### src/lrq_pkg.sv
// Shared types and constants for the Lamport request queue block.
// Used by lrq_ctrl, lrq_dpath and lamport_request_queue_core; depends on nothing.
`default_nettype none

package lrq_pkg;

    localparam int MAX_PROCS = 16;
    localparam int IDX_W     = $clog2(MAX_PROCS);
    localparam int CNT_W     = IDX_W + 1;
    localparam int STAMP_W   = 31;
    localparam int CFG_W     = 5;
    localparam int CFG_IDX_W = 2;

    typedef enum logic [1:0] {
        MODE_INSERT = 2'd0,
        MODE_REMOVE = 2'd1,
        MODE_RECORD = 2'd2,
        MODE_QUERY  = 2'd3
    } mode_t;

    localparam logic [CFG_IDX_W-1:0] REG_NUM_PROCS = 2'd0;
    localparam logic [CFG_IDX_W-1:0] REG_OWN_ID    = 2'd1;
    localparam logic [CFG_IDX_W-1:0] REG_SLOTS     = 2'd2;

    typedef enum logic [2:0] {
        ST_IDLE  = 3'b001,
        ST_EVAL  = 3'b010,
        ST_APPLY = 3'b100
    } lrq_state_t;

    // Commands from the controller to the datapath.
    typedef struct packed {
        logic load;
        logic eval;
        logic apply;
    } lrq_cmd_t;

endpackage

`default_nettype wire

### src/lrq_ctrl.sv
// Controller state machine of the Lamport request queue: sequences load,
// compare and update of one transaction. Depends on lrq_pkg.
`default_nettype none

module lrq_ctrl (
    input  wire logic              clk,
    input  wire logic              rst_n,
    input  wire logic              start,
    output logic                   busy,
    output lrq_pkg::lrq_cmd_t      cmd
);
    import lrq_pkg::*;

    lrq_state_t state_reg;
    lrq_state_t state_next;

    always_comb
    begin
        state_next = state_reg;
        unique case (state_reg)
            ST_IDLE:
            begin
                if (start)
                begin
                    state_next = ST_EVAL;
                end
            end
            ST_EVAL:  state_next = ST_APPLY;
            ST_APPLY: state_next = ST_IDLE;
            default:  state_next = ST_IDLE;
        endcase
    end

    always_ff @(posedge clk or negedge rst_n)
    begin
        if (!rst_n)
        begin
            state_reg <= ST_IDLE;
        end
        else
        begin
            state_reg <= state_next;
        end
    end

    assign busy      = (state_reg != ST_IDLE);
    assign cmd.load  = (state_reg == ST_IDLE) && start;
    assign cmd.eval  = (state_reg == ST_EVAL);
    assign cmd.apply = (state_reg == ST_APPLY);

endmodule

`default_nettype wire

### src/lrq_dpath.sv
// Datapath of the Lamport request queue: configuration registers, the sorted
// cell chain, the latest-stamp vector and the result registers. Depends on lrq_pkg.
`default_nettype none

module lrq_dpath (
    input  wire logic                          clk,
    input  wire logic                          rst_n,
    input  wire lrq_pkg::lrq_cmd_t             cmd,
    input  wire logic [1:0]                    mode,
    input  wire logic [lrq_pkg::STAMP_W-1:0]   stamp,
    input  wire logic [lrq_pkg::IDX_W-1:0]     proc_id,
    input  wire logic                          cfg_write,
    input  wire logic [lrq_pkg::CFG_IDX_W-1:0] cfg_index,
    input  wire logic [lrq_pkg::CFG_W-1:0]     cfg_data,
    output logic                               done,
    output logic                               granted,
    output logic                               found,
    output logic [lrq_pkg::IDX_W-1:0]          position,
    output logic [lrq_pkg::CNT_W-1:0]          entry_total,
    output logic                               rejected
);
    import lrq_pkg::*;

    // Latched transaction.
    mode_t                mode_reg;
    logic [STAMP_W-1:0]   stamp_reg;
    logic [IDX_W-1:0]     pid_reg;

    // Configuration.
    logic [CNT_W-1:0]     num_procs_reg;
    logic [IDX_W-1:0]     own_id_reg;
    logic [CNT_W-1:0]     slots_reg;

    // Sorted queue cells and the latest stamp of each process.
    logic [STAMP_W-1:0]   ent_stamp_reg [MAX_PROCS];
    logic [IDX_W-1:0]     ent_id_reg    [MAX_PROCS];
    logic [STAMP_W-1:0]   ent_stamp_next[MAX_PROCS];
    logic [IDX_W-1:0]     ent_id_next   [MAX_PROCS];
    logic [CNT_W-1:0]     count_reg;
    logic [CNT_W-1:0]     count_next;
    logic [STAMP_W-1:0]   latest_reg    [MAX_PROCS];

    // Per-cell compare results, registered between the compare and update steps.
    logic [MAX_PROCS-1:0] gt_reg;
    logic [MAX_PROCS-1:0] gt_next;
    logic [MAX_PROCS-1:0] match_reg;
    logic [MAX_PROCS-1:0] match_next;
    logic [MAX_PROCS-1:0] tsok_reg;
    logic [MAX_PROCS-1:0] tsok_next;

    logic [MAX_PROCS-1:0] valid;
    logic [MAX_PROCS-1:0] keep;
    logic [MAX_PROCS-1:0] keep_prev;
    logic [MAX_PROCS-1:0] seen;
    logic [STAMP_W-1:0]   up_stamp[MAX_PROCS];
    logic [IDX_W-1:0]     up_id   [MAX_PROCS];
    logic [STAMP_W-1:0]   dn_stamp[MAX_PROCS];
    logic [IDX_W-1:0]     dn_id   [MAX_PROCS];
    logic [IDX_W-1:0]     target_id;
    logic [IDX_W-1:0]     first_pos;
    logic                 any_match;
    logic                 full;

    logic                 done_reg;
    logic                 granted_reg;
    logic                 found_reg;
    logic [IDX_W-1:0]     position_reg;
    logic [CNT_W-1:0]     entry_total_reg;
    logic                 rejected_reg;

    assign target_id = (mode_reg == MODE_QUERY) ? own_id_reg : pid_reg;
    assign full      = (count_reg >= CNT_W'(MAX_PROCS));
    assign any_match = |match_reg;

    // Neighbor taps of each cell: the one above feeds an insert shift, the one
    // below feeds a remove shift.
    for (genvar k = 0; k < MAX_PROCS; k++)
    begin : g_cell
        assign valid[k] = (CNT_W'(k) < count_reg);
        assign keep[k]  = valid[k] && !gt_reg[k];
        if (k == 0)
        begin : g_head
            assign up_stamp[k]  = stamp_reg;
            assign up_id[k]     = pid_reg;
            assign keep_prev[k] = 1'b1;
        end
        else
        begin : g_body
            assign up_stamp[k]  = ent_stamp_reg[k-1];
            assign up_id[k]     = ent_id_reg[k-1];
            assign keep_prev[k] = keep[k-1];
        end
        if (k == MAX_PROCS - 1)
        begin : g_tail
            assign dn_stamp[k] = ent_stamp_reg[k];
            assign dn_id[k]    = ent_id_reg[k];
        end
        else
        begin : g_inner
            assign dn_stamp[k] = ent_stamp_reg[k+1];
            assign dn_id[k]    = ent_id_reg[k+1];
        end
    end

    always_comb
    begin
        for (int k = 0; k < MAX_PROCS; k++)
        begin
            gt_next[k] = valid[k] && ((ent_stamp_reg[k] > stamp_reg) ||
                         ((ent_stamp_reg[k] == stamp_reg) && (ent_id_reg[k] > pid_reg)));
            match_next[k] = valid[k] && (ent_id_reg[k] == target_id);
            tsok_next[k]  = (CNT_W'(k) >= num_procs_reg) ||
                            (IDX_W'(k) == own_id_reg) ||
                            (latest_reg[k] > stamp_reg);
        end
    end

    // First matching cell: every cell from there on pulls from below on remove.
    always_comb
    begin
        seen[0] = match_reg[0];
        for (int k = 1; k < MAX_PROCS; k++)
        begin
            seen[k] = seen[k-1] | match_reg[k];
        end
        first_pos = '0;
        for (int k = MAX_PROCS - 1; k >= 0; k--)
        begin
            if (match_reg[k])
            begin
                first_pos = IDX_W'(k);
            end
        end
    end

    always_comb
    begin
        count_next = count_reg;
        for (int k = 0; k < MAX_PROCS; k++)
        begin
            ent_stamp_next[k] = ent_stamp_reg[k];
            ent_id_next[k]    = ent_id_reg[k];
        end
        unique case (mode_reg)
            MODE_INSERT:
            begin
                if (!full)
                begin
                    count_next = count_reg + CNT_W'(1);
                    for (int k = 0; k < MAX_PROCS; k++)
                    begin
                        if (!keep[k])
                        begin
                            ent_stamp_next[k] = keep_prev[k] ? stamp_reg : up_stamp[k];
                            ent_id_next[k]    = keep_prev[k] ? pid_reg : up_id[k];
                        end
                    end
                end
            end
            MODE_REMOVE:
            begin
                if (any_match)
                begin
                    count_next = count_reg - CNT_W'(1);
                    for (int k = 0; k < MAX_PROCS; k++)
                    begin
                        if (seen[k])
                        begin
                            ent_stamp_next[k] = dn_stamp[k];
                            ent_id_next[k]    = dn_id[k];
                        end
                    end
                end
            end
            MODE_RECORD, MODE_QUERY:
            begin
            end
            default:
            begin
            end
        endcase
    end

    always_ff @(posedge clk or negedge rst_n)
    begin
        if (!rst_n)
        begin
            num_procs_reg <= CNT_W'(MAX_PROCS);
            own_id_reg    <= '0;
            slots_reg     <= CNT_W'(1);
        end
        else if (cfg_write)
        begin
            if (cfg_index == REG_NUM_PROCS)
            begin
                num_procs_reg <= cfg_data[CNT_W-1:0];
            end
            if (cfg_index == REG_OWN_ID)
            begin
                own_id_reg <= cfg_data[IDX_W-1:0];
            end
            if (cfg_index == REG_SLOTS)
            begin
                slots_reg <= cfg_data[CNT_W-1:0];
            end
        end
    end

    always_ff @(posedge clk)
    begin
        if (cmd.load)
        begin
            mode_reg  <= mode_t'(mode);
            stamp_reg <= stamp;
            pid_reg   <= proc_id;
        end
        if (cmd.eval)
        begin
            gt_reg    <= gt_next;
            match_reg <= match_next;
            tsok_reg  <= tsok_next;
        end
        if (cmd.apply)
        begin
            for (int k = 0; k < MAX_PROCS; k++)
            begin
                ent_stamp_reg[k] <= ent_stamp_next[k];
                ent_id_reg[k]    <= ent_id_next[k];
            end
            granted_reg     <= (mode_reg == MODE_QUERY) && any_match &&
                               ({1'b0, first_pos} < slots_reg) && (&tsok_reg);
            found_reg       <= ((mode_reg == MODE_QUERY) || (mode_reg == MODE_REMOVE)) &&
                               any_match;
            position_reg    <= ((mode_reg == MODE_QUERY) && any_match) ? first_pos : '0;
            entry_total_reg <= count_next;
            rejected_reg    <= (mode_reg == MODE_INSERT) && full;
        end
    end

    always_ff @(posedge clk or negedge rst_n)
    begin
        if (!rst_n)
        begin
            count_reg <= '0;
            done_reg  <= 1'b0;
            for (int k = 0; k < MAX_PROCS; k++)
            begin
                latest_reg[k] <= '0;
            end
        end
        else
        begin
            done_reg <= cmd.apply;
            if (cmd.apply)
            begin
                count_reg <= count_next;
                if (mode_reg == MODE_RECORD)
                begin
                    latest_reg[pid_reg] <= stamp_reg;
                end
            end
        end
    end

    assign done        = done_reg;
    assign granted     = granted_reg;
    assign found       = found_reg;
    assign position    = position_reg;
    assign entry_total = entry_total_reg;
    assign rejected    = rejected_reg;

endmodule

`default_nettype wire

### src/lamport_request_queue_core.sv
// Lamport mutual-exclusion request queue: top level joining controller and datapath.
// Depends on lrq_pkg, lrq_ctrl and lrq_dpath.
//
// A transaction is taken when start is high while busy is low. Every transaction
// gives exactly one result, shown on the result ports for one cycle with done high.
// The edge that takes it latches the request. The block then registers its compare
// against all sixteen queue cells and stamp registers, done in parallel, and after
// that updates the queue and the result registers. busy stays high over the compare
// and update steps, so a new transaction can be taken only once the last is through,
// at the edge that ends the cycle in which done is shown. The receiver cannot hold
// off a result. Configuration writes take effect at once and belong to idle periods.
`default_nettype none

module lamport_request_queue_core (
    input  wire logic                          clk,
    input  wire logic                          rst_n,
    input  wire logic                          start,
    output logic                               busy,
    input  wire logic [1:0]                    mode,
    input  wire logic [lrq_pkg::STAMP_W-1:0]   stamp,
    input  wire logic [lrq_pkg::IDX_W-1:0]     proc_id,
    input  wire logic                          cfg_write,
    input  wire logic [lrq_pkg::CFG_IDX_W-1:0] cfg_index,
    input  wire logic [lrq_pkg::CFG_W-1:0]     cfg_data,
    output logic                               done,
    output logic                               granted,
    output logic                               found,
    output logic [lrq_pkg::IDX_W-1:0]          position,
    output logic [lrq_pkg::CNT_W-1:0]          entry_total,
    output logic                               rejected
);
    import lrq_pkg::*;

    lrq_cmd_t cmd;

    lrq_ctrl u_ctrl (
        .clk   (clk),
        .rst_n (rst_n),
        .start (start),
        .busy  (busy),
        .cmd   (cmd)
    );

    lrq_dpath u_dpath (
        .clk         (clk),
        .rst_n       (rst_n),
        .cmd         (cmd),
        .mode        (mode),
        .stamp       (stamp),
        .proc_id     (proc_id),
        .cfg_write   (cfg_write),
        .cfg_index   (cfg_index),
        .cfg_data    (cfg_data),
        .done        (done),
        .granted     (granted),
        .found       (found),
        .position    (position),
        .entry_total (entry_total),
        .rejected    (rejected)
    );

endmodule

`default_nettype wire

### config.mk
export PLATFORM = sky130hd
export DESIGN_NAME = lamport_request_queue_core
export DESIGN_NICKNAME = d
export VERILOG_FILES = /design/src/lrq_pkg.sv /design/src/lrq_ctrl.sv /design/src/lrq_dpath.sv /design/src/lamport_request_queue_core.sv
export SDC_FILE = /design/constraint.sdc
export NUM_CORES = 2
export LEC_CHECK = 0
export ABC_AREA = 0
export CORE_MARGIN = 2
export CORE_UTILIZATION = 40
export DETAILED_ROUTE_END_ITERATION = 12
export DONT_BUFFER_PORTS = 1
export PLACE_DENSITY_LB_ADDON = 0.15
export SLEW_MARGIN = 30
export SYNTH_ARGS = -nofsm -noshare
export SYNTH_HDL_FRONTEND = slang
export SYNTH_SLANG_ARGS = --single-unit
### constraint.sdc
create_clock -name clk -period 7.7 [get_ports clk]
set_input_delay 0.385 -clock clk [delete_from_list [all_inputs] [get_ports clk]]
set_output_delay 0.385 -clock clk [all_outputs]
set_load 0.02 [all_outputs]
Yosys cells after proc, flatten, opt, wreduce, memory -nomap -nowiden
Memory sizes are Yosys's and may differ from the RTL's.
Index checks and enable logic that the tools add are counted.

storage, ports and cells
  bits in registers = 616
  memory bits (writable) = 560
  input port bits = 48
  output and inout bits = 14
  word-level logic and storage cells = 463
  memories kept = 2

operators by class
  add/subtract/negate cells = 2
  order comparisons = 84
  equality and inequality tests = 57
  mux-type cells = 125
  bitwise logic cells = 15
  reductions and logical operators = 145

memories
  memory                 depth  width  rd ports  clocked after memory_dff  write ports  line             RTL
  u_dpath.ent_stamp_reg  16     31     16        0                         16           lrq_dpath.sv:35  logic [STAMP_W-1:0] ent_stamp_reg [MAX_PROCS];
  u_dpath.ent_id_reg     16     4      16        0                         16           lrq_dpath.sv:36  logic [IDX_W-1:0] ent_id_reg [MAX_PROCS];

operators with widths
  operator                                                                             count
  31-bit 2-to-1 mux                                                                    47
  31-bit > comparator                                                                  32
  496-bit 2-to-1 mux                                                                   2
  496-bit one-hot mux with 2 select lines                                              1
  496-bit bitwise mux                                                                  1
  31-bit == test                                                                       16
  4-bit 2-to-1 mux                                                                     63
  64-bit 2-to-1 mux                                                                    2
  64-bit one-hot mux with 2 select lines                                               1
  31-bit demux with 4-bit select                                                       1
  1-bit logical AND                                                                    71
  4-bit == test                                                                        16
  4-bit > comparator                                                                   16
  1-bit logical OR                                                                     49
  4-bit by 5-bit greater-or-equal comparator with 1-bit output (first input constant)  8
  4-bit by 5-bit < comparator with 1-bit output (first input constant)                 8
  4-bit == test (first input constant)                                                 8
  3-bit by 5-bit greater-or-equal comparator with 1-bit output (first input constant)  4
  3-bit by 5-bit < comparator with 1-bit output (first input constant)                 4
  3-bit by 4-bit == test with 1-bit output (first input constant)                      4
  1-bit logical NOT                                                                    16
  16-bit AND reduction                                                                 1
  16-bit OR reduction                                                                  1
  1-bit OR                                                                             14
  27 further kinds                                                                     42

Depth between registers and ports, before layout
  depth in word-level cells = 19
  depth in mapped cells = 10

Hierarchy
From an unflattened synthesis, not the netlist that was laid out.

unflattened totals
  cell total of the unflattened synthesis = 6,983
  area, all modules = 74,233.7 um^2

modules (own cells, without submodules)
  module     times used  cells each  area each (um^2)  sequential area each (um^2)
  lrq_dpath  1           6,972       74,089.8          32,613.8
  lrq_ctrl   1           11          143.9             76.3

Worst setup path after synthesis
OpenSTA, ideal clock, no wires.

  kind = register -> register
  start point = reg, netlist name u_dpath.count_reg[1]
  end point = mem u_dpath.ent_id_reg[4][0] in the netlist's numbering (enable)
  library setup time = 0.480 ns
  arrival = 4.228 ns
  path slack = 2.991 ns
  cell stages (with the launch flop) = 7
  buffers on the path = 2
  path through = dfrtp_1 -> buf_2 -> or3_1 -> a21oi_1 -> nor2_2 -> buf_2 -> a211oi_1

RTL lines
  element    line
  to (decl)  lrq_dpath.sv:36

Final worst setup path
  start point = reg u_dpath.stamp_reg[4]
  end point = reg u_dpath.tsok_reg[11], data pin

on the way
  longest elaborated chain between the ends = 2

RTL lines
  element                    line              RTL
  from (decl)                lrq_dpath.sv:26   logic [STAMP_W-1:0] stamp_reg;
  from (signal assigned)     lrq_dpath.sv:214  stamp_reg <= stamp;
  31-bit > comparator        lrq_dpath.sv:114  (latest_reg[k] > stamp_reg);
  1-bit logical OR           lrq_dpath.sv:113  (IDX_W'(k) == own_id_reg) ||
  net u_dpath.tsok_next[11]  lrq_dpath.sv:49   logic [MAX_PROCS-1:0] tsok_next;
  to (signal assigned)       lrq_dpath.sv:221  tsok_reg <= tsok_next;
  to (decl)                  lrq_dpath.sv:48   logic [MAX_PROCS-1:0] tsok_reg;

The timed path passes the listed nets, and every way through them passes these cells.
A chain may end at the register's enable or synchronous reset.

==> impl_metrics.prom <==
# TYPE chip_impl_metric gauge
chip_impl_info{name="timing.critical_path.from_type",value="register"} 1
chip_impl_metric{name="drive_gt1_share",unit="%"} 14.4
chip_impl_metric{name="clock_tree.htree_level_count",unit=""} 4
chip_impl_metric{name="cts_bufs_inserted",unit=""} 142
chip_impl_metric{name="routabilityCongestion",unit=""} 0.897
chip_impl_metric{name="first_iter_violations",unit=""} 4802
chip_impl_metric{name="setup_viol",unit=""} 0
chip_impl_metric{name="p_switching",unit="mW"} 7.89
chip_impl_info{name="yosys-top-cells-area",value="sky130_fd_sc_hd__edfxtp_1 26%, sky130_fd_sc_hd__dfrtp_1 17%, sky130_fd_sc_hd__ha_1 17%, sky130_fd_sc_hd__mux2_2 6.7%, sky130_fd_sc_hd__mux2i_1 6.1%"} 1
chip_impl_metric{name="placementRows",unit=""} 158
chip_impl_metric{name="power.ir.vdd_worst",unit="V"} 0.000163
chip_impl_metric{name="design.die.area",unit="sq um"} 190000
chip_impl_metric{name="syn_area_per_cell",unit="sq um"} 11.0
chip_impl_metric{name="grt_start_max_net_pins",unit=""} 520
chip_impl_metric{name="finalClockSkew",unit="ns"} 0.0338
chip_impl_info{name="master_cell_of_the_clock_root_buffer",value="sky130_fd_sc_hd__clkbuf_16"} 1
chip_impl_metric{name="synthesis.area",unit="sq um"} 74700
chip_impl_metric{name="postSynthNetCount",unit=""} 7838
chip_impl_metric{name="io-pin-count",unit=""} 62
chip_impl_metric{name="total_leakage_power",unit="nW"} 35.7
chip_impl_metric{name="max_slew_headroom",unit="%"} -41.0
chip_impl_metric{name="critPathMaxFanout",unit=""} 31
chip_impl_metric{name="timing_hold_violations_final",unit=""} 518
chip_impl_metric{name="post_layout_nets",unit=""} 7838
chip_impl_metric{name="final_min_period_over_clock_period",unit="%"} 54.8
chip_impl_metric{name="clock-sinks",unit=""} 1175
chip_impl_metric{name="worst-r2r-cell-count",unit=""} 10
chip_impl_metric{name="num-fill-cells",unit=""} 17400
chip_impl_metric{name="io_buffer_count",unit=""} 0
chip_impl_info{name="hold_path_class",value="primary input to async pin"} 1
chip_impl_info{name="dominant_synthesized_flop_cell",value="sky130_fd_sc_hd__edfxtp_1"} 1
chip_impl_metric{name="drt-pass1-iter-count",unit=""} 6
chip_impl_metric{name="period_minus_slack",unit="ns"} 4.22
chip_impl_info{name="mostFrequentLayoutCell",value="sky130_fd_sc_hd__ha_1"} 1
chip_impl_metric{name="fraction_of_post_synthesis_cell_area_in_the_top_cell_type_by_area",unit="%"} 26.4
chip_impl_metric{name="power_density",unit="nW/um^2"} 260
chip_impl_metric{name="initial_standard_cell_utilization_of_the_core",unit="%"} 40.3
chip_impl_metric{name="path_clk_slew",unit="ns"} 0.06
chip_impl_metric{name="total_via_count_in_the_routed_design",unit=""} 55400
chip_impl_info{name="layout.cells.most_common_list",value="1027 x sky130_fd_sc_hd__ha_1, 776 x sky130_fd_sc_hd__nand2_1, 663 x sky130_fd_sc_hd__o21ai_0"} 1
chip_impl_metric{name="holdBufCountCts",unit=""} 47
chip_impl_metric{name="dieWidth",unit="um"} 436
chip_impl_metric{name="power_frac_seq",unit="%"} 35.1
chip_impl_metric{name="routedWlPerCell",unit="um"} 27.9
chip_impl_metric{name="synth_enable_flop_cells",unit=""} 656
chip_impl_metric{name="overflow",unit=""} 0
chip_impl_metric{name="dp.final_hpwl",unit="mm"} 181
chip_impl_metric{name="async_reset_ff_share",unit="%"} 44.2
chip_impl_metric{name="synth-warning-count",unit=""} 0
chip_impl_metric{name="wl",unit="mm"} 262
chip_impl_metric{name="post_cts_setup_buffer_count",unit=""} 0
chip_impl_metric{name="rrSetupSlack",unit="ns"} 3.48
chip_impl_info{name="failing_checks",value="hold timing, slew limit"} 1
chip_impl_metric{name="seq_area_frac_synth",unit="%"} 43.7
chip_impl_metric{name="critical_path_arrival",unit="ns"} 4.72
chip_impl_metric{name="maxSlewViolCount",unit=""} 239
chip_impl_metric{name="power_share_of_the_clock_group",unit="%"} 31.7
chip_impl_metric{name="detail_route.vias_per_cell",unit=""} 5.91
chip_impl_metric{name="max_cap_viol_count",unit=""} 0
chip_impl_metric{name="first_global_vias",unit=""} 54800
chip_impl_metric{name="switching_share",unit="%"} 36.5
chip_impl_metric{name="synth_register_bits",unit=""} 1175
chip_impl_info{name="synth_largest_area_cell",value="sky130_fd_sc_hd__edfxtp_1"} 1
chip_impl_metric{name="finalHoldWorstSlack",unit="ns"} -0.693
chip_impl_metric{name="ctsLongestPathBuffers",unit=""} 3
chip_impl_metric{name="synthCells",unit=""} 6763
chip_impl_metric{name="critPathRequiredTime",unit="ns"} 8.20
chip_impl_metric{name="drcViolationCount",unit=""} 0
chip_impl_info{name="tritoncts_clock_tree",value="yes"} 1
chip_impl_metric{name="grt_antenna_before_repair",unit=""} 22
chip_impl_metric{name="cellInternalPower",unit="mW"} 13.8
chip_impl_metric{name="remaining_number_of_nets_flagged_by_the_antenna_check_after_routing",unit=""} 0
chip_impl_metric{name="final_util",unit="%"} 44.9
chip_impl_metric{name="grt.total_usage",unit="%"} 27.0
chip_impl_metric{name="power.share.combinational",unit="%"} 33.1
chip_impl_info{name="r2r_end",value="u_dpath.tsok_reg[11]"} 1
chip_impl_info{name="timing.rr.start",value="u_dpath.stamp_reg[4]"} 1
chip_impl_metric{name="die-height",unit="um"} 436
chip_impl_info{name="run_status",value="finished, violations left"} 1
chip_impl_metric{name="clock_insertion_delay_worst_skew",unit="ns"} 0.79
chip_impl_info{name="end_kind",value="register"} 1
chip_impl_metric{name="totalNegativeSetupSlack",unit="ns"} 0
chip_impl_metric{name="grt_pass1_wl",unit="mm"} 382
chip_impl_metric{name="floorplan.core_area",unit="sq um"} 185000
chip_impl_metric{name="highest_clock_frequency_the_design_can_meet",unit="MHz"} 237
chip_impl_info{name="grt_setup_unrepaired",value="no"} 1
chip_impl_metric{name="ys_types",unit=""} 79
chip_impl_info{name="setup.worst_path.class",value="register to register"} 1
chip_impl_metric{name="worst_max_slew_pin_slew",unit="ns"} 2.11
chip_impl_metric{name="synthToLayoutAreaGrowth",unit="%"} 11.3
what timing repair did:
| action | CTS | global route |
|---|---|---|
| endpoints found under the hold margin | 571 | 519 |
| endpoints found under the setup margin | 0 | 0 |
| gates resized for setup | 0 | 0 |
layout make-up:
cell class | count | area (sq um) | share of cell area, %
multi-input combinational | 5120 | 40600 | 48.7
sequential | 1175 | 32700 | 39.3
clock buffer | 200 | 4040 | 4.86
tap | 2480 | 3100 | 3.73
timing repair buffer | 208 | 1740 | 2.09
clock inverter | 58 | 591 | 0.710
inverter | 116 | 438 | 0.526
antenna | 15 | 37.5 | 0.0451
metrics by stage:
step                      hold WS (ns)  area (sq um)  setup slack [ns]  instances  power (mW)
after global placement           0.110         77900              3.36       9050        14.6
after global routing            -0.735         83200              3.29       9367        22.6
final                           -0.693         83200              3.48       9372        21.7
after floorplan                 0.0894         74700              2.99       6763        12.2
after detailed placement         0.108         78000              3.45       9051        14.8
after CTS                       -0.745         83100              3.47       9356        21.7
layer usage:
layer	part of all wire [%]	GRT usage, %	up-vias
met4	4.9	12.3	0
met5	0	0	-
met1	44	35.8	28000
li1	-	-	25500
met2	47	44.3	1517
met3	4.2	3.03	413
cells in the mapped netlist (all sizes together) (7+ instances only):
cell type  number
o21ai         666
nor3           55
a31o            7
a221oi         15
nor4           32
a31oi          25
xor2           34
o221ai          9
ha           1027
nand2         776
xnor2          36
or2             8
a21oi         361
a311oi          9
clkbuf        215
o211ai         33
a21o          125
and3           21
and2            8
mux2          511
inv           114
mux2i         462
o21a           61
nor2b          63
or3             9
nand4         192
edfxtp        656
a22oi           8
o31ai           8
o311ai         10
nor2          216
nand3         111
nand2b         20
buf           137
and4           22
a2111oi        31
dfrtp         516
a211oi         58
a221o          15
how the worst max path moves through the flow:
stage / from / endpoint / depth (start not counted)
floorplan: u_dpath.count_reg[1] / u_dpath.ent_id_reg[4][0] / 6
global placement: u_dpath.match_reg[8] / u_dpath.granted / 8
detailed placement: u_dpath.stamp_reg[4] / u_dpath.tsok_reg[11] / 10
CTS: u_dpath.stamp_reg[4] / u_dpath.tsok_reg[11] / 10
global route: u_dpath.stamp_reg[6] / u_dpath.gt_reg[10] / 10
finish: u_dpath.stamp_reg[4] / u_dpath.tsok_reg[11] / 10
power groups by stage:
stage | clock network (mW) | logic, mW | registers (mW)
2_1_floorplan | 0 | 4.60 | 7.58
3_3_place_gp | 0 | 6.88 | 7.72
3_5_place_dp | 0 | 7.04 | 7.72
4_1_cts | 6.98 | 7.10 | 7.60
5_1_grt | 7.24 | 7.77 | 7.64
6_report | 6.87 | 7.17 | 7.61
critical path: stages (launching register included):
cell	delay [ns]
sky130_fd_sc_hd__edfxtp_1	0.32
sky130_fd_sc_hd__buf_4	0.51
sky130_fd_sc_hd__inv_2	0.44
sky130_fd_sc_hd__buf_4	0.38
sky130_fd_sc_hd__ha_1	0.35
sky130_fd_sc_hd__a21oi_1	0.14
sky130_fd_sc_hd__nor2_1	0.05
sky130_fd_sc_hd__a211oi_1	0.20
sky130_fd_sc_hd__o21ai_0	0.39
sky130_fd_sc_hd__a211oi_1	0.90
sky130_fd_sc_hd__o21ai_0	0.19
cell families (layout without fill, tap and decap cells):
| kind of cell | Yosys count | after routing | share of synthesized area (%) |
|---|---|---|---|
| AO/OA/AOI/OAI | 1502 | 1502 | 11.9 |
| adder cells (fa/ha/maj) | 1027 | 1027 | 17.2 |
| AND/OR/NAND/NOR | 1548 | 1548 | 9.54 |
| buffers and inverters | 468 | 582 | 2.57 |
| other | 0 | 15 | 0 |
| XOR/XNOR | 70 | 70 | 0.820 |
| multiplexers | 973 | 973 | 14.2 |
| flip-flops | 1175 | 1175 | 43.7 |
(Power assumes the default switching activity.)
